===== src/sv/cawf_pkg.sv =====
// Package for the 8-bit processor ALU with flags.
// Holds command codes, flag bit positions and the result bundle type.
// No dependencies.
`timescale 1ns / 1ps

package cawf_pkg;

  // Operation codes carried in the command field.
  localparam logic [4:0] CMD_ADD   = 5'd0;
  localparam logic [4:0] CMD_ADC   = 5'd1;
  localparam logic [4:0] CMD_SUB   = 5'd2;
  localparam logic [4:0] CMD_SBC   = 5'd3;
  localparam logic [4:0] CMD_AND   = 5'd4;
  localparam logic [4:0] CMD_XOR   = 5'd5;
  localparam logic [4:0] CMD_OR    = 5'd6;
  localparam logic [4:0] CMD_CP    = 5'd7;
  localparam logic [4:0] CMD_INC   = 5'd8;
  localparam logic [4:0] CMD_DEC   = 5'd9;
  localparam logic [4:0] CMD_RLCA  = 5'd10;
  localparam logic [4:0] CMD_RRCA  = 5'd11;
  localparam logic [4:0] CMD_RLA   = 5'd12;
  localparam logic [4:0] CMD_RRA   = 5'd13;
  localparam logic [4:0] CMD_DAA   = 5'd14;
  localparam logic [4:0] CMD_CPL   = 5'd15;
  localparam logic [4:0] CMD_SCF   = 5'd16;
  localparam logic [4:0] CMD_CCF   = 5'd17;
  localparam logic [4:0] CMD_ADD16 = 5'd18;
  localparam logic [4:0] CMD_ADDSP = 5'd19;

  // Flag bit positions within the 4-bit flag nibble.
  localparam int FLAG_Z = 3;
  localparam int FLAG_N = 2;
  localparam int FLAG_H = 1;
  localparam int FLAG_C = 0;

  // Decimal adjust constants.
  localparam logic [7:0] DAA_LOW_FIX  = 8'h06;
  localparam logic [7:0] DAA_HIGH_FIX = 8'h60;
  localparam logic [7:0] DAA_BCD_MAX  = 8'h99;
  localparam logic [3:0] DAA_DIGIT_MAX = 4'h9;

  // One result item.
  typedef struct packed {
    logic [7:0]  result_byte;
    logic [15:0] result_word;
    logic [3:0]  flags;
  } alu_result_t;

endpackage


===== src/sv/cawf_compute.sv =====
// Combinational datapath of the ALU: one operation per item.
// Depends on cawf_pkg for command codes, flag positions and alu_result_t.
`timescale 1ns / 1ps

module cawf_compute import cawf_pkg::*; (
  input  logic [4:0]  command,
  input  logic [7:0]  acc_in,
  input  logic [3:0]  flags_in,
  input  logic [7:0]  operand,
  input  logic [15:0] wide_left,
  input  logic [15:0] wide_right,
  output alu_result_t res
);

  logic        carry_in;
  logic        add_ci;
  logic        sub_bi;
  logic [8:0]  add_sum;
  logic [4:0]  add_half;
  logic [8:0]  sub_diff;
  logic [4:0]  sub_half;
  logic [7:0]  inc_val;
  logic [7:0]  dec_val;
  logic [7:0]  daa_adj;
  logic        daa_setc;
  logic [7:0]  daa_val;
  logic [16:0] w_sum;
  logic [12:0] w_half;
  logic [15:0] sp_sum;
  logic [4:0]  sp_half;
  logic [8:0]  sp_low;

  assign carry_in = flags_in[FLAG_C];

  // Byte adder and subtractor with nibble carries, plus increment and decrement of the operand.
  always_comb begin
    add_ci   = (command == CMD_ADC) ? carry_in : 1'b0;
    sub_bi   = (command == CMD_SBC) ? carry_in : 1'b0;
    add_sum  = {1'b0, acc_in} + {1'b0, operand} + {8'd0, add_ci};
    add_half = {1'b0, acc_in[3:0]} + {1'b0, operand[3:0]} + {4'd0, add_ci};
    sub_diff = {1'b0, acc_in} - {1'b0, operand} - {8'd0, sub_bi};
    sub_half = {1'b0, acc_in[3:0]} - {1'b0, operand[3:0]} - {4'd0, sub_bi};
    inc_val  = operand + 8'd1;
    dec_val  = operand - 8'd1;
  end

  // Decimal adjust: correction depends on the previous operation's N flag.
  always_comb begin
    daa_adj  = 8'd0;
    daa_setc = 1'b0;
    if (!flags_in[FLAG_N]) begin
      if (flags_in[FLAG_H] || (acc_in[3:0] > DAA_DIGIT_MAX)) begin
        daa_adj = daa_adj | DAA_LOW_FIX;
      end
      if (carry_in || (acc_in > DAA_BCD_MAX)) begin
        daa_adj  = daa_adj | DAA_HIGH_FIX;
        daa_setc = 1'b1;
      end
      daa_val = acc_in + daa_adj;
    end else begin
      if (flags_in[FLAG_H]) begin
        daa_adj = daa_adj | DAA_LOW_FIX;
      end
      if (carry_in) begin
        daa_adj  = daa_adj | DAA_HIGH_FIX;
        daa_setc = 1'b1;
      end
      daa_val = acc_in - daa_adj;
    end
  end

  // Wide adders: carries out of bits 11 and 15 for add16, and unsigned
  // low-nibble and low-byte carries for the stack-pointer add.
  always_comb begin
    w_sum   = {1'b0, wide_left} + {1'b0, wide_right};
    w_half  = {1'b0, wide_left[11:0]} + {1'b0, wide_right[11:0]};
    sp_sum  = wide_left + {{8{operand[7]}}, operand};
    sp_half = {1'b0, wide_left[3:0]} + {1'b0, operand[3:0]};
    sp_low  = {1'b0, wide_left[7:0]} + {1'b0, operand};
  end

  // Result and flag selection by command.
  always_comb begin
    res.result_byte = acc_in;
    res.result_word = 16'd0;
    res.flags       = flags_in;
    case (command)
      CMD_ADD, CMD_ADC: begin
        res.result_byte     = add_sum[7:0];
        res.flags           = 4'd0;
        res.flags[FLAG_Z]   = (add_sum[7:0] == 8'd0);
        res.flags[FLAG_H]   = add_half[4];
        res.flags[FLAG_C]   = add_sum[8];
      end
      CMD_SUB, CMD_SBC, CMD_CP: begin
        if (command != CMD_CP) begin
          res.result_byte = sub_diff[7:0];
        end
        res.flags           = 4'd0;
        res.flags[FLAG_N]   = 1'b1;
        res.flags[FLAG_Z]   = (sub_diff[7:0] == 8'd0);
        res.flags[FLAG_H]   = sub_half[4];
        res.flags[FLAG_C]   = sub_diff[8];
      end
      CMD_AND: begin
        res.result_byte   = acc_in & operand;
        res.flags         = 4'd0;
        res.flags[FLAG_H] = 1'b1;
        res.flags[FLAG_Z] = ((acc_in & operand) == 8'd0);
      end
      CMD_XOR: begin
        res.result_byte   = acc_in ^ operand;
        res.flags         = 4'd0;
        res.flags[FLAG_Z] = ((acc_in ^ operand) == 8'd0);
      end
      CMD_OR: begin
        res.result_byte   = acc_in | operand;
        res.flags         = 4'd0;
        res.flags[FLAG_Z] = ((acc_in | operand) == 8'd0);
      end
      CMD_INC: begin
        res.result_byte   = inc_val;
        res.flags[FLAG_Z] = (inc_val == 8'd0);
        res.flags[FLAG_N] = 1'b0;
        res.flags[FLAG_H] = (operand[3:0] == 4'hF);
      end
      CMD_DEC: begin
        res.result_byte   = dec_val;
        res.flags[FLAG_Z] = (dec_val == 8'd0);
        res.flags[FLAG_N] = 1'b1;
        res.flags[FLAG_H] = (operand[3:0] == 4'h0);
      end
      CMD_RLCA: begin
        res.result_byte   = {acc_in[6:0], acc_in[7]};
        res.flags         = 4'd0;
        res.flags[FLAG_C] = acc_in[7];
      end
      CMD_RRCA: begin
        res.result_byte   = {acc_in[0], acc_in[7:1]};
        res.flags         = 4'd0;
        res.flags[FLAG_C] = acc_in[0];
      end
      CMD_RLA: begin
        res.result_byte   = {acc_in[6:0], carry_in};
        res.flags         = 4'd0;
        res.flags[FLAG_C] = acc_in[7];
      end
      CMD_RRA: begin
        res.result_byte   = {carry_in, acc_in[7:1]};
        res.flags         = 4'd0;
        res.flags[FLAG_C] = acc_in[0];
      end
      CMD_DAA: begin
        res.result_byte   = daa_val;
        res.flags         = 4'd0;
        res.flags[FLAG_N] = flags_in[FLAG_N];
        res.flags[FLAG_Z] = (daa_val == 8'd0);
        res.flags[FLAG_C] = daa_setc;
      end
      CMD_CPL: begin
        res.result_byte   = ~acc_in;
        res.flags[FLAG_N] = 1'b1;
        res.flags[FLAG_H] = 1'b1;
      end
      CMD_SCF: begin
        res.flags         = 4'd0;
        res.flags[FLAG_Z] = flags_in[FLAG_Z];
        res.flags[FLAG_C] = 1'b1;
      end
      CMD_CCF: begin
        res.flags         = 4'd0;
        res.flags[FLAG_Z] = flags_in[FLAG_Z];
        res.flags[FLAG_C] = ~carry_in;
      end
      CMD_ADD16: begin
        res.result_word   = w_sum[15:0];
        res.flags         = 4'd0;
        res.flags[FLAG_Z] = flags_in[FLAG_Z];
        res.flags[FLAG_H] = w_half[12];
        res.flags[FLAG_C] = w_sum[16];
      end
      CMD_ADDSP: begin
        res.result_word   = sp_sum;
        res.flags         = 4'd0;
        res.flags[FLAG_H] = sp_half[4];
        res.flags[FLAG_C] = sp_low[8];
      end
      default: begin
        // Unused codes pass the accumulator and flags through.
        res.result_byte = acc_in;
        res.result_word = 16'd0;
        res.flags       = flags_in;
      end
    endcase
  end

endmodule


===== src/sv/cpu_alu_with_flags_core.sv =====
// A taken item passes the input register, then the result register,
// before its result appears on done. Throughput: one item per cycle;
// busy is always low and the receiver cannot stall.
// Reset (rst, synchronous, active high) clears the valid bits of both
// stages, so no result strobe follows reset; data registers are not reset.
// Top level of the ALU; depends on cawf_pkg and cawf_compute.
`timescale 1ns / 1ps

module cpu_alu_with_flags_core import cawf_pkg::*; (
  input  logic        clk,
  input  logic        rst,
  input  logic        start,
  output logic        busy,
  input  logic [4:0]  command,
  input  logic [7:0]  acc_in,
  input  logic [3:0]  flags_in,
  input  logic [7:0]  operand,
  input  logic [15:0] wide_left,
  input  logic [15:0] wide_right,
  output logic        done,
  output logic [7:0]  result_byte,
  output logic [15:0] result_word,
  output logic [3:0]  flags_out
);

  logic        in_valid;
  logic [4:0]  cmd_q;
  logic [7:0]  acc_q;
  logic [3:0]  flags_q;
  logic [7:0]  operand_q;
  logic [15:0] wide_left_q;
  logic [15:0] wide_right_q;
  alu_result_t res_next;

  // The pipeline never stalls, so an item is taken whenever start is high.
  assign busy = 1'b0;

  // Input stage.
  always_ff @(posedge clk) begin
    if (rst) begin
      in_valid <= 1'b0;
    end else begin
      in_valid <= start;
    end
  end

  always_ff @(posedge clk) begin
    if (start) begin
      cmd_q        <= command;
      acc_q        <= acc_in;
      flags_q      <= flags_in;
      operand_q    <= operand;
      wide_left_q  <= wide_left;
      wide_right_q <= wide_right;
    end
  end

  // Operation datapath.
  cawf_compute u_compute (
    .command    (cmd_q),
    .acc_in     (acc_q),
    .flags_in   (flags_q),
    .operand    (operand_q),
    .wide_left  (wide_left_q),
    .wide_right (wide_right_q),
    .res        (res_next)
  );

  // Result stage.
  always_ff @(posedge clk) begin
    if (rst) begin
      done <= 1'b0;
    end else begin
      done <= in_valid;
    end
  end

  always_ff @(posedge clk) begin
    if (in_valid) begin
      result_byte <= res_next.result_byte;
      result_word <= res_next.result_word;
      flags_out   <= res_next.flags;
    end
  end

endmodule


===== config.mk =====
export PLATFORM = sky130hd
export DESIGN_NAME = cpu_alu_with_flags_core
export DESIGN_NICKNAME = d
export VERILOG_FILES = /design/src/sv/cawf_pkg.sv /design/src/sv/cawf_compute.sv /design/src/sv/cpu_alu_with_flags_core.sv
export SDC_FILE = /design/constraint.sdc
export NUM_CORES = 1
export LEC_CHECK = 0
export BUFFER_PORTS_ARGS = -buffer_cell sky130_fd_sc_hd__buf_2
export CAP_MARGIN = 20
export CORE_MARGIN = 8
export CORE_UTILIZATION = 45
export DETAILED_ROUTE_END_ITERATION = 16
export PLACE_DENSITY = 0.62
export REMOVE_ABC_BUFFERS = 1
export SETUP_SLACK_MARGIN = 0.4
export SYNTH_ARGS = -nofsm -noshare
export SYNTH_HDL_FRONTEND = slang
export SYNTH_SLANG_ARGS = --single-unit

===== constraint.sdc =====
create_clock -name clk -period 4.6 [get_ports clk]
set_input_delay 0.46 -clock clk [delete_from_list [all_inputs] [get_ports clk]]
set_output_delay 0.46 -clock clk [all_outputs]
set_load 0.02 [all_outputs]

Yosys cells after proc, flatten, opt, wreduce, memory -nomap -nowiden
Index checks and enable logic that the tools add are counted.
Widths: inputs -> output; s select.
{"block": "totals", "word_cells": 93, "regBits": 87}
{"block": "classes", "bitwise_logic": 5, "n_eq_ne": 21, "n_addsub": 17, "n_reduce_logical": 19, "n_lt_le_gt_ge": 2, "n_mux": 18}
{"operator": "$pmux 8 s13", "count": 1}
{"operator": "$logic_not 8->1", "count": 8}
{"operator": "$eq 5x4->1 const B", "count": 8}
{"operator": "$mux 8", "count": 4}
{"operator": "$pmux 16 s2", "count": 1}
{"operator": "$eq 5x3->1 const B", "count": 4}
{"operator": "$eq 5x5->1 const B", "count": 4}
{"operator": "$pmux 2 s10", "count": 1}
{"operator": "$add 8x8->9", "count": 2}
{"operator": "$add 16x16->17", "count": 1}
{"operator": "$add 16x16->16", "count": 1}
{"operator": "$mux 7", "count": 2}
{"operator": "$add 12x12->13", "count": 1}
{"operator": "$add 4x4->5", "count": 2}
{"operator": "$eq 5x2->1 const B", "count": 2}
{"operator": "$pmux 1 s10", "count": 1}
{"operator": "$add 9x1->9", "count": 1}
{"operator": "$pmux 1 s9", "count": 1}
{"operator": "$sub 8x8->9", "count": 1}
{"operator": "$sub 9x1->9", "count": 1}
{"operator": "$add 8x1->8 const B", "count": 1}
{"operator": "$add 8x8->8", "count": 1}
{"operator": "$and 8x8->8", "count": 1}
{"operator": "$gt 8x8->1 const B", "count": 1}
{"operator": "22 further kinds", "count": 31}

Depth between registers and ports, before layout
Gate-level depths: netlist (run 1).
{"block": "logic_depth", "ltp_word": 9, "ltp_mapped": 16}

By module
Synthesis (run 1) repeated with hierarchy kept, for this count alone.
{"block": "hier_totals", "hier_cells": 690, "area_unflattened_um2": 6776.5}
{"mod": "cawf_compute", "area_each_um2": 4160.2, "seq_area_each_um2": 0.0, "instances": 1, "cells_per_inst": 599}
{"mod": "cpu_alu_with_flags_core", "area_each_um2": 2616.3, "seq_area_each_um2": 2592.5, "instances": 1, "cells_per_inst": 91}

Worst setup path after synthesis (run 1)
OpenSTA, ideal clock, no wires.
{"block": "synth_path", "path_kind": "reg2reg", "from": "reg cmd_q[4]", "to": "reg flags_out[3] (data pin)", "stages_incl_launch_ff": 16, "arrival_ns": 3.110, "setup_time_ns": 0.262, "t_required_ns": 4.338, "setup_slack_ns": 1.228, "path_buffers": 2, "synth_period_minus_slack_ns": 3.372, "path_cell_list": "edfxtp_1 -> clkbuf_1 -> buf_1 -> nor2b_1 -> nand3_1 -> fa_1 -> inv_1 -> ha_1 -> o21ai_0 -> nand2_1 -> a21o_1 -> a21oi_1 -> o21ai_0 -> xor2_1 -> nor4_1 -> o32a_2"}
{"element": "start, declared", "line_no": "cpu_alu_with_flags_core.sv:27", "text": "logic [4:0] cmd_q;"}
{"element": "start signal, assigned", "line_no": "cpu_alu_with_flags_core.sv:49", "text": "cmd_q <= command;"}
{"element": "end signal, assigned", "line_no": "cpu_alu_with_flags_core.sv:82", "text": "flags_out <= res_next.flags;"}
{"element": "end, declared", "line_no": "cpu_alu_with_flags_core.sv:23", "text": "output logic [3:0] flags_out"}

==> key figures, run 1 <==
CTS
  • Worst skew pair latency: 360 ps
  • Setup Fix Bufs, Post-CTS: 0
  • TritonCTS clock tree: built
  • Htree depth: 3
  • Clock transition at path regs: 70 ps
  • Clk sinks: 87
  • Num CTS Buffers: 9
  • Resized Gates After CTS: 0
  • Clock tree buffer depth: 2
  • Root Driver: clkbuf_16
  • Hold_buf cts: 0

Global route
  • Largest net degree at the start of global routing: 59
  • Global-route wire length before repair: 32900 um
  • Gr usage total: 21.9%
  • Initial antenna violation count: 0
  • GRT overflow: 0
  • Vias in the first global route: 5912

Layout
  • Nets: 916
  • Fill count: 1377
  • Diodes inserted: 0
  • Register area: 2590 um^2
  • Proportion of layout cells with a drive suffix above 1: 15.9%
  • Area growth, synth to finish: 14.9%
  • Multi-input gate area: 3940 um^2

Critical path
  • Most numerous cell on the critical path: nor2_1
  • WP buf/inv: 1
  • Worst EP arrival: 3950 ps
  • Worst EP required: 4700 ps
  • Crit-path max FO: 20
  • Worst R2R Start: cmd_q[3]
  • Critical Path, Cell by Cell: buf_4 > nor2_1 > nand3_1 > fa_1 > fa_1 > o21a_1 > nor2_1 > o21ai_0 > xor2_1 > o21ai_0 > nand4_1 > a221oi_1 > nor2_1
  • Number of cells on the critical path: 13
  • CP Class: flip-flop to flip-flop
  • CP top delay family: simple AND/OR/NAND/NOR gates
  • CP Capture Type: flip-flop
  • Crit path from: cmd_q[3]
  • Crit start category: flip-flop
  • Crit path capture: result_byte[6]
  • CP peak stage delay: 490 ps
  • Worst R2R Setup Slack: 750 ps
  • Crit-path slowest cell: fa_1
  • Reg2Reg Capture Point: result_byte[6]
  • Worst reg-to-reg path cell count: 13

Place
  • Post-place setup slack: 813 ps
  • GPL Wtd Cong: 0.960
  • Input/output buffers: 88
  • Post-DP HPWL: 16200 um

Synthesis
  • Syn avg cell area: 9.86 um^2
  • Main area contributors after synthesis: edfxtp_1 38%, ha_1 14%, xnor2_1 4.3%, xor2_1 3.6%, a21oi_1 3.0%
  • Library cells used by synthesis: 64
  • Synthesized cell area: 6780 um^2
  • EDFF count, synth: 85
  • Synth area leader: edfxtp_1
  • Seq cells post-synth: 87
  • Most numerous cell in the Yosys netlist: edfxtp_1
  • Async SR Flop Fraction: 0%
  • Post-synth top cells: 85 x edfxtp_1, 74 x ha_1, 43 x nand2_1
  • Yosys warning count: 0
  • Syn Inst Count: 688
  • Dominant synthesized flop cell: edfxtp_1
  • Yosys top cell area share: 37.6%
  • Register area share after synthesis: 38.2%

Route
  • Vias/cell: 5.98
  • Total Routed Length: 21100 um
  • DR DRC count: 0
  • Detail Route Antenna Nets: 0
  • Routed vias: 5798
  • WL/cell: 21.8 um
  • 1st-pass router iterations: 5
  • 1st-iter DRT viols: 479

Floorplanning
  • Die ar.: 19300 um^2
  • Core area: 15000 um^2
  • Initial Utilization: 45.3%
  • Die Ht: 139 um
  • Std cell rows: 45
  • Chip width: 139 um
  • IO Pins: 90

Run
  • Max_cap viols: 0

STA
  • Final hold violation count: 0
  • Setup WS post-layout: 751 ps
  • Minimum period implied by the final worst setup slack: 3850 ps
  • Max Clk Rate: 0.260 GHz
  • Slew HR: 37.1%
  • Setup tns final: 0 ps
  • # setup viols final: 0
  • Final period utilization: 83.7%
  • RSZ-0062 raised after global routing: no
  • Pin slew with the least headroom to its limit: 931 ps
  • Setup Skew: 9.23 ps
  • Max Slew Vio Count: 0

Outcome
  • Outcome: finished, final reports clean

Hold path
  • HP Class: primary input to flip-flop

Power
  • Leak: 3.22 nW
  • PD cells: 349 nW/um^2
  • Peak supply drop: 198 uV
[report_power, final]
part           switching (mW)  internal (mW)
clock                   0.324          0.532
sequential             0.0584          0.945
combinational           0.517          0.346
[registers in the layout, indices dropped and copies added, names as in the netlist]
register      count
in_valid          1
acc_q             8
wide_right_q     16
cmd_q             5
flags_q           4
result_byte       8
result_word      16
flags_out         4
operand_q         8
done              1
wide_left_q      16
[stage by stage]
stage | utilization [%] | instance area [um^2] | cells | power (mW) | hold slack (ps)
6_report | 52.0 | 7790 | 969 | 2.72 | 266
3_3_place_gp | 49.7 | 7450 | 953 | 1.86 | 548
4_1_cts | 52.0 | 7790 | 969 | 2.73 | 261
2_1_floorplan | - | 6680 | 665 | 1.61 | 513
3_5_place_dp | 49.7 | 7450 | 953 | 1.87 | 550
5_1_grt | 52.0 | 7790 | 969 | 2.86 | 261
[cells by family (layout without fill, tap and decap cells)]
family          after synthesis  after routing  share of synthesized area, %
compound gates              208            208                          20.2
simple gates                185            185                          13.9
flops                        87             87                          38.2
fa+ha+maj                    80             80                          15.4
buf+inv                      63            156                          3.76
xor+xnor                     61             61                          7.88
mux                           3              3                         0.461
other cells                   1              1                        0.0553
[area by class of cell]
| type | count | share of cell area, % |
|---|---|---|
| sequential | 87 | 33.3 |
| clock buffer | 9 | 2.89 |
| tap | 188 | 3.02 |
| inverter | 40 | 1.93 |
| clock inverter | 7 | 1.53 |
| multi-input combinational | 538 | 50.6 |
| timing repair buffer | 100 | 6.81 |
[placed cells by master (no fill, tap or decap), types with 3 or more instances in the layout]
master     synthesis  routed
a31oi_1           11      11
inv_1             40      40
xor2_1            28      28
nor2_1            40      40
nor4_1            10       9
nand2_1           43      43
fa_1               6       6
a22oi_1           12      12
o21bai_1           6       6
nor3_1            12      12
buf_2              6      88
nand3_1           25      25
o21ai_0           40      40
or3_1              5       5
o22ai_1           19      19
o21a_1            14      14
or4_1              3       3
nor2b_1           11      11
bufinv_16          0       3
nand2b_1          11      11
and3_1             7       7
nand4_1            7       7
a221oi_1           6       6
a21oi_1           41      41
ha_1              74      74
buf_4              1      12
clkbuf_16          0       9
a21o_1            21      21
o221ai_1           6       6
edfxtp_1          85      85
xnor2_1           33      33
a211oi_1           7       7
[routing by layer]
layer,part of all wire [%],track usage (%),up-vias
li1,-,-,2764
met1,45,28.1,2787
met2,46,35.3,210
met3,5.7,4.27,37
met4,2.8,9.42,0
met5,0,0,-
[worst min path at each step]
stage                               from          endpoint  slack (ps)  cells after the start
final                                rst              done         270                      2
after global routing      wide_right[10]  wide_right_q[10]         260                      1
after CTS                            rst              done         260                      2
after detailed placement      flags_q[3]      flags_out[3]         550                      1
after global placement        flags_q[3]      flags_out[3]         550                      1
after floorplan               flags_q[3]      flags_out[3]         510                      1
(Power assumes the default switching activity.)
==> inputs of run 2 (changes only) <==
--- a/config.mk
+++ b/config.mk
@@ -5,12 +5,13 @@
 export SDC_FILE = /design/constraint.sdc
 export NUM_CORES = 1
 export LEC_CHECK = 0
+export ABC_AREA = 1
 export BUFFER_PORTS_ARGS = -buffer_cell sky130_fd_sc_hd__buf_2
 export CAP_MARGIN = 20
 export CORE_MARGIN = 8
 export CORE_UTILIZATION = 45
 export DETAILED_ROUTE_END_ITERATION = 16
-export PLACE_DENSITY = 0.62
+export PLACE_DENSITY = 0.64
 export REMOVE_ABC_BUFFERS = 1
 export SETUP_SLACK_MARGIN = 0.4
 export SYNTH_ARGS = -nofsm -noshare
==> constraint.sdc (replaced) <==
create_clock -name clk -period 3.5 [get_ports clk]
set_input_delay 0.35 -clock clk [delete_from_list [all_inputs] [get_ports clk]]
set_output_delay 0.35 -clock clk [all_outputs]
set_load 0.02 [all_outputs]
==> run 2 against run 1 <==
  * Non-clock buffer count increased by 19
  * Final cell count increased by 36%
  * Critical path type unchanged
  * Via count up 22%
  * Largest power group unchanged
  * Worst setup slack got worse by 200 ps
  * Global-route usage increased by 1.4 points
  * Sequential share of layout area decreased by 3.4 points
  * Final area is 11% higher
==> key figures, run 2 <==
Critical path
  • Crit-path max FO: 4
  • Worst EP required: 3740 ps
  • Crit start category: flip-flop
  • CP Class: flip-flop to flip-flop
  • CP Capture Type: flip-flop
  • Worst EP arrival: 3190 ps

STA
  • Final hold violation count: 0
  • RSZ-0062 raised after global routing: yes
  • Pin slew with the least headroom to its limit: 724 ps
  • Max Slew Vio Count: 0
  • Max Clk Rate: 0.339 GHz
  • Setup tns final: 0 ps
  • Setup Skew: 11.4 ps
  • Slew HR: 51.7%
  • Final period utilization: 84.2%
  • Minimum period implied by the final worst setup slack: 2950 ps
  • # setup viols final: 0

Synthesis
  • Yosys warning count: 0
  • Most numerous cell in the Yosys netlist: nand2_1
  • Dominant synthesized flop cell: edfxtp_1
  • Syn Inst Count: 974
  • Seq cells post-synth: 87
  • Library cells used by synthesis: 45
  • Main area contributors after synthesis: edfxtp_1 35%, nand2_1 13%, ha_1 13%, inv_1 7.2%, nand3_1 5.4%
  • Synth area leader: edfxtp_1
  • Yosys top cell area share: 34.5%
  • Post-synth top cells: 248 x nand2_1, 141 x inv_1, 85 x edfxtp_1
  • Async SR Flop Fraction: 0%
  • Synthesized cell area: 7390 um^2
  • Register area share after synthesis: 35.1%
  • Syn avg cell area: 7.59 um^2
  • EDFF count, synth: 85

Floorplanning
  • IO Pins: 90
  • Die ar.: 20800 um^2
  • Std cell rows: 47
  • Chip width: 144 um
  • Core area: 16300 um^2
  • Die Ht: 144 um
  • Initial Utilization: 45.4%

CTS
  • Root Driver: clkbuf_16
  • TritonCTS clock tree: built
  • Clk sinks: 87
  • Clock tree buffer depth: 2
  • Htree depth: 3
  • Num CTS Buffers: 9
  • Worst skew pair latency: 360 ps
  • Clock transition at path regs: 70 ps
  • Hold_buf cts: 0

Global route
  • Gr usage total: 23.3%
  • GRT overflow: 0
  • Largest net degree at the start of global routing: 34
  • Initial antenna violation count: 0
  • Global-route wire length before repair: 36600 um
  • Vias in the first global route: 6870

Layout
  • Most common cell after layout, fill and taps aside: nand2_1
  • Nets: 1234
  • Most frequent cells in the layout: 247 x nand2_1, 139 x inv_1, 88 x buf_2, 85 x edfxtp_1, 80 x nor2_1
  • Largest regs: result_word: 16 flops, wide_left_q: 16 flops, wide_right_q: 16 flops
  • Diodes inserted: 0
  • Proportion of layout cells with a drive suffix above 1: 16.5%
  • Area growth, synth to finish: 17.5%
  • Post-Layout Inst Area: 8680 um^2

Power
  • Power Total: 3.72 mW
  • Leak: 4.18 nW
  • Peak supply drop: 239 uV
  • PD cells: 429 nW/um^2

Route
  • DR DRC count: 0
  • WL/cell: 18.1 um
  • 1st-iter DRT viols: 626
  • Total Routed Length: 23800 um
  • Vias/cell: 5.35
  • Routed vias: 7060
  • Detail Route Antenna Nets: 0
  • 1st-pass router iterations: 5

Place
  • Input/output buffers: 88
  • GPL Wtd Cong: 0.996
  • Post-DP HPWL: 19100 um
  • Placed cell areas: 8220 um^2

Run
  • Max_cap viols: 0

Outcome
  • Outcome: finished, final reports clean

Hold path
  • HP Class: primary input to flip-flop
[run 2: changes by cell type in the layout (fill, tap and decap cells not counted), sizes merged, moves of 23 or more]
cell	previous run	this run
nor2	41	91
xnor2	33	8
inv	41	151
nand3	26	83
nand4	7	30
nand2	43	254
[run 2: timing repair]
action / in CTS / in global routing
pin swaps: 0 / 3
buffers inserted: 0 / 8
endpoints found under the setup margin: 4 / 8
gates resized for setup: 2 / 13
[run 2: worst paths after layout]
path	slack (ps)	cells after the start	start	to
max reg2reg	550	17	cmd_q[2]	flags_out[3]
max	550	17	cmd_q[2]	flags_out[3]
min reg2reg	570	2	in_valid	done
min	150	2	rst	done
[run 2: critical path: stages, from the launching register on]
cell and delay (ps):
edfxtp_1 480, nor2_4 190, inv_1 90, nor3_1 170, buf_4 160, fa_1 220
inv_1 70, fa_2 540, nand2_1 50, nor3_1 160, nand2_1 80, nor2_1 120
nand4_1 190, nand2_1 110, inv_1 40, nand3_1 70, nand2_1 50, inv_1 40
[run 2: layout make-up]
class,instances,area (um^2)
fill,1595,7600
multi-input combinational,726,4210
sequential,87,2590
timing repair buffer,119,677
inverter,151,574
tap,220,275
clock buffer,9,225
clock inverter,7,126
[run 2: power by group]
part / internal (mW) / leakage, nW / total [mW] / switching (mW)
clock: 0.706 / 0.168 / 1.15 / 0.442
sequential: 1.24 / 0.816 / 1.30 / 0.0575
combinational: 0.449 / 3.20 / 1.27 / 0.823
total: 2.40 / 4.18 / 3.72 / 1.32
[run 2: kinds of logic (layout without fill, tap and decap cells)]
kind of cell	Yosys count	after routing	share of synthesized area, %
muxes	1	1	0.135
and+or+nand+nor	488	488	29.0
xor gates and xnor gates	16	16	1.90
other	1	1	0.0507
DFF	87	87	35.1
AOI/OAI and AO/OA	140	140	11.2
adders and majority gates	80	80	14.2
buffers and inverters	161	286	8.45
[run 2: stage by stage]
step / instances / util (%) / setup slack (ps) / hold WS (ps)
6_report: 1319 / 53.3 / 554 / 153
5_1_grt: 1319 / 53.3 / 360 / 147
4_1_cts: 1311 / 52.6 / 415 / 144
3_5_place_dp: 1295 / 50.5 / 358 / 524
3_3_place_gp: 1295 / 50.5 / 386 / 524
2_1_floorplan: 964 / - / 703 / 421
[run 2: per-layer routing]
layer / share of wire, % / routed length (um) / GRT usage (%)
met4: 4.2 / 994 / 11.7
met1: 43 / 10400 / 29.0
met2: 47 / 11300 / 38.8
met5: 0 / 0 / 0
met3: 5.1 / 1220 / 3.50
==> inputs of run 3 (changes only) <==
--- a/config.mk
+++ b/config.mk
@@ -5,7 +5,7 @@
 export SDC_FILE = /design/constraint.sdc
 export NUM_CORES = 1
 export LEC_CHECK = 0
-export ABC_AREA = 1
+export ABC_AREA = 0
 export BUFFER_PORTS_ARGS = -buffer_cell sky130_fd_sc_hd__buf_2
 export CAP_MARGIN = 20
 export CORE_MARGIN = 8
==> constraint.sdc (replaced) <==
create_clock -name clk -period 2.6 [get_ports clk]
set_input_delay 0.26 -clock clk [delete_from_list [all_inputs] [get_ports clk]]
set_output_delay 0.26 -clock clk [all_outputs]
set_load 0.02 [all_outputs]
==> run 3 against run 2 <==
  * The flow now finishes with violations (setup timing)
  * Clock skew fell by 2.8 ps
  * Highest routed layer unchanged
  * Largest cell class unchanged
  * Maximum frequency is 1.6% lower
  * Worst setup slack got worse by 950 ps
  * Clock power is 13% higher
  * First-iteration DRC count shrank 12%
  * Critical path depth down 5
==> key figures, run 3 (same netlist as run 1, synthesis figures left out) <==
STA
  • Setup tns final: -2630 ps
  • Pin slew with the least headroom to its limit: 695 ps
  • Setup WS post-layout: -395 ps
  • Max Slew Vio Count: 0
  • RSZ-0062 raised after global routing: yes
  • Minimum period implied by the final worst setup slack: 2990 ps
  • Final hold violation count: 0
  • Max Clk Rate: 0.334 GHz
  • Setup Skew: 8.59 ps
  • Final period utilization: 115%
  • Slew HR: 53.7%
  • Worst hold slack: 71.8 ps
  • # setup viols final: 12

Critical path
  • Crit start category: flip-flop
  • Worst R2R Setup Slack: -390 ps
  • Crit-path max FO: 3
  • Worst EP required: 2710 ps
  • Worst EP arrival: 3100 ps
  • CP Class: flip-flop to flip-flop
  • CP Capture Type: flip-flop

Route
  • Met1 wire length: 10500 um
  • Detail Route Antenna Nets: 0
  • Total Routed Length: 25700 um
  • Met2 WL: 12700 um
  • 1st-pass router iterations: 5
  • Routed vias: 6661
  • Met3 wire len: 1460 um
  • 1st-iter DRT viols: 552
  • WL/cell: 22.5 um
  • Vias/cell: 5.83
  • Top layer used by detailed routing: met4
  • DR DRC count: 0

CTS
  • Hold_buf cts: 0
  • Clk sinks: 87
  • Num CTS Buffers: 9
  • Worst skew pair latency: 360 ps
  • TritonCTS clock tree: built
  • Clock transition at path regs: 70 ps
  • Clock tree buffer depth: 2
  • Htree depth: 3
  • Root Driver: clkbuf_16

Place
  • Post-DP HPWL: 19400 um
  • GPL Wtd Cong: 0.976
  • Post-place setup slack: -660 ps
  • Input/output buffers: 88
  • Placed cell count: 1078
  • Placed cell areas: 8400 um^2

Power
  • Power Total: 5.58 mW
  • Peak supply drop: 411 uV
  • PD cells: 566 nW/um^2
  • Leak: 4.22 nW

Floorplanning
  • Std cell rows: 45
  • Initial Utilization: 45.3%
  • IO Pins: 90
  • Core area: 15000 um^2
  • Chip width: 139 um
  • Die ar.: 19300 um^2
  • Die Ht: 139 um

Layout
  • Post-Layout Inst Area: 9860 um^2
  • Multi-input gate area: 4580 um^2
  • Proportion of layout cells with a drive suffix above 1: 42.7%
  • Diodes inserted: 0
  • Register area: 2590 um^2
  • Fill count: 1185
  • Most frequent cells in the layout: 148 x buf_4, 88 x buf_2, 85 x edfxtp_1, 65 x ha_1, 40 x nand2_1
  • Final Util: 65.8%
  • Final Non-Filler Cells: 1142
  • Nets: 1089
  • Largest regs: result_word: 16 flops, wide_left_q: 16 flops, wide_right_q: 16 flops
  • Most common cell after layout, fill and taps aside: buf_4
  • Area growth, synth to finish: 45.5%

Outcome
  • Outcome: finished with violations
  • Failing checks: setup timing

Run
  • Max_cap viols: 0

Global route
  • GRT overflow: 0
  • Global-route wire length before repair: 39700 um
  • Gr usage total: 26.6%
  • Initial antenna violation count: 0
  • Vias in the first global route: 6934
  • Largest net degree at the start of global routing: 34

Hold path
  • HP Class: primary input to flip-flop
## run 3: area by class of cell
type	instances	area share (%)
multi-input cells	538	46.5
well taps	188	2.39
flip-flops and latches	87	26.3
clock inverters	7	0.672
inverters	40	1.55
repair buffers	273	20.4
clock buffers	9	2.28
## run 3: worst paths after layout
kind,from,end,cells after the start
setup / recovery,cmd_q[1],result_byte[6],12
hold / removal,rst,done,2
setup reg to reg,cmd_q[1],result_byte[6],12
hold reg to reg,flags_q[3],flags_out[3],1
## run 3: critical path, stage by stage (launching register included)
cell and delay [ps]:
edfxtp_1 420, and2_4 200, nand3_4 80, fa_2 400, fa_2 370, o21a_1 190, nor2_2 160, o21ai_2 100
xor2_2 190, o21ai_1 160, nand4_1 150, a221oi_2 210, nor2_1 90
## run 3: what timing repair did
item / in CTS / in global routing
pin swaps: 67 / 52
endpoints found under the hold margin: 0 / 0
gates resized for setup: 137 / 49
gates cloned: 1 / 0
setup buffers: 36 / 11
endpoints found under the setup margin: 23 / 24
## run 3: power by group
group,leakage (nW),switching (mW),internal [mW]
logic,3.26,1.31,1.24
clock network,0.143,0.627,0.670
registers,0.817,0.0608,1.67
total,4.22,2.00,3.58
## run 3: metal layers
metal | global-route usage, % | vias up
li1 | - | 3117
met1 | 31.4 | 3221
met2 | 45.9 | 268
met3 | 4.48 | 55
met4 | 13.4 | 0
met5 | 0 | -
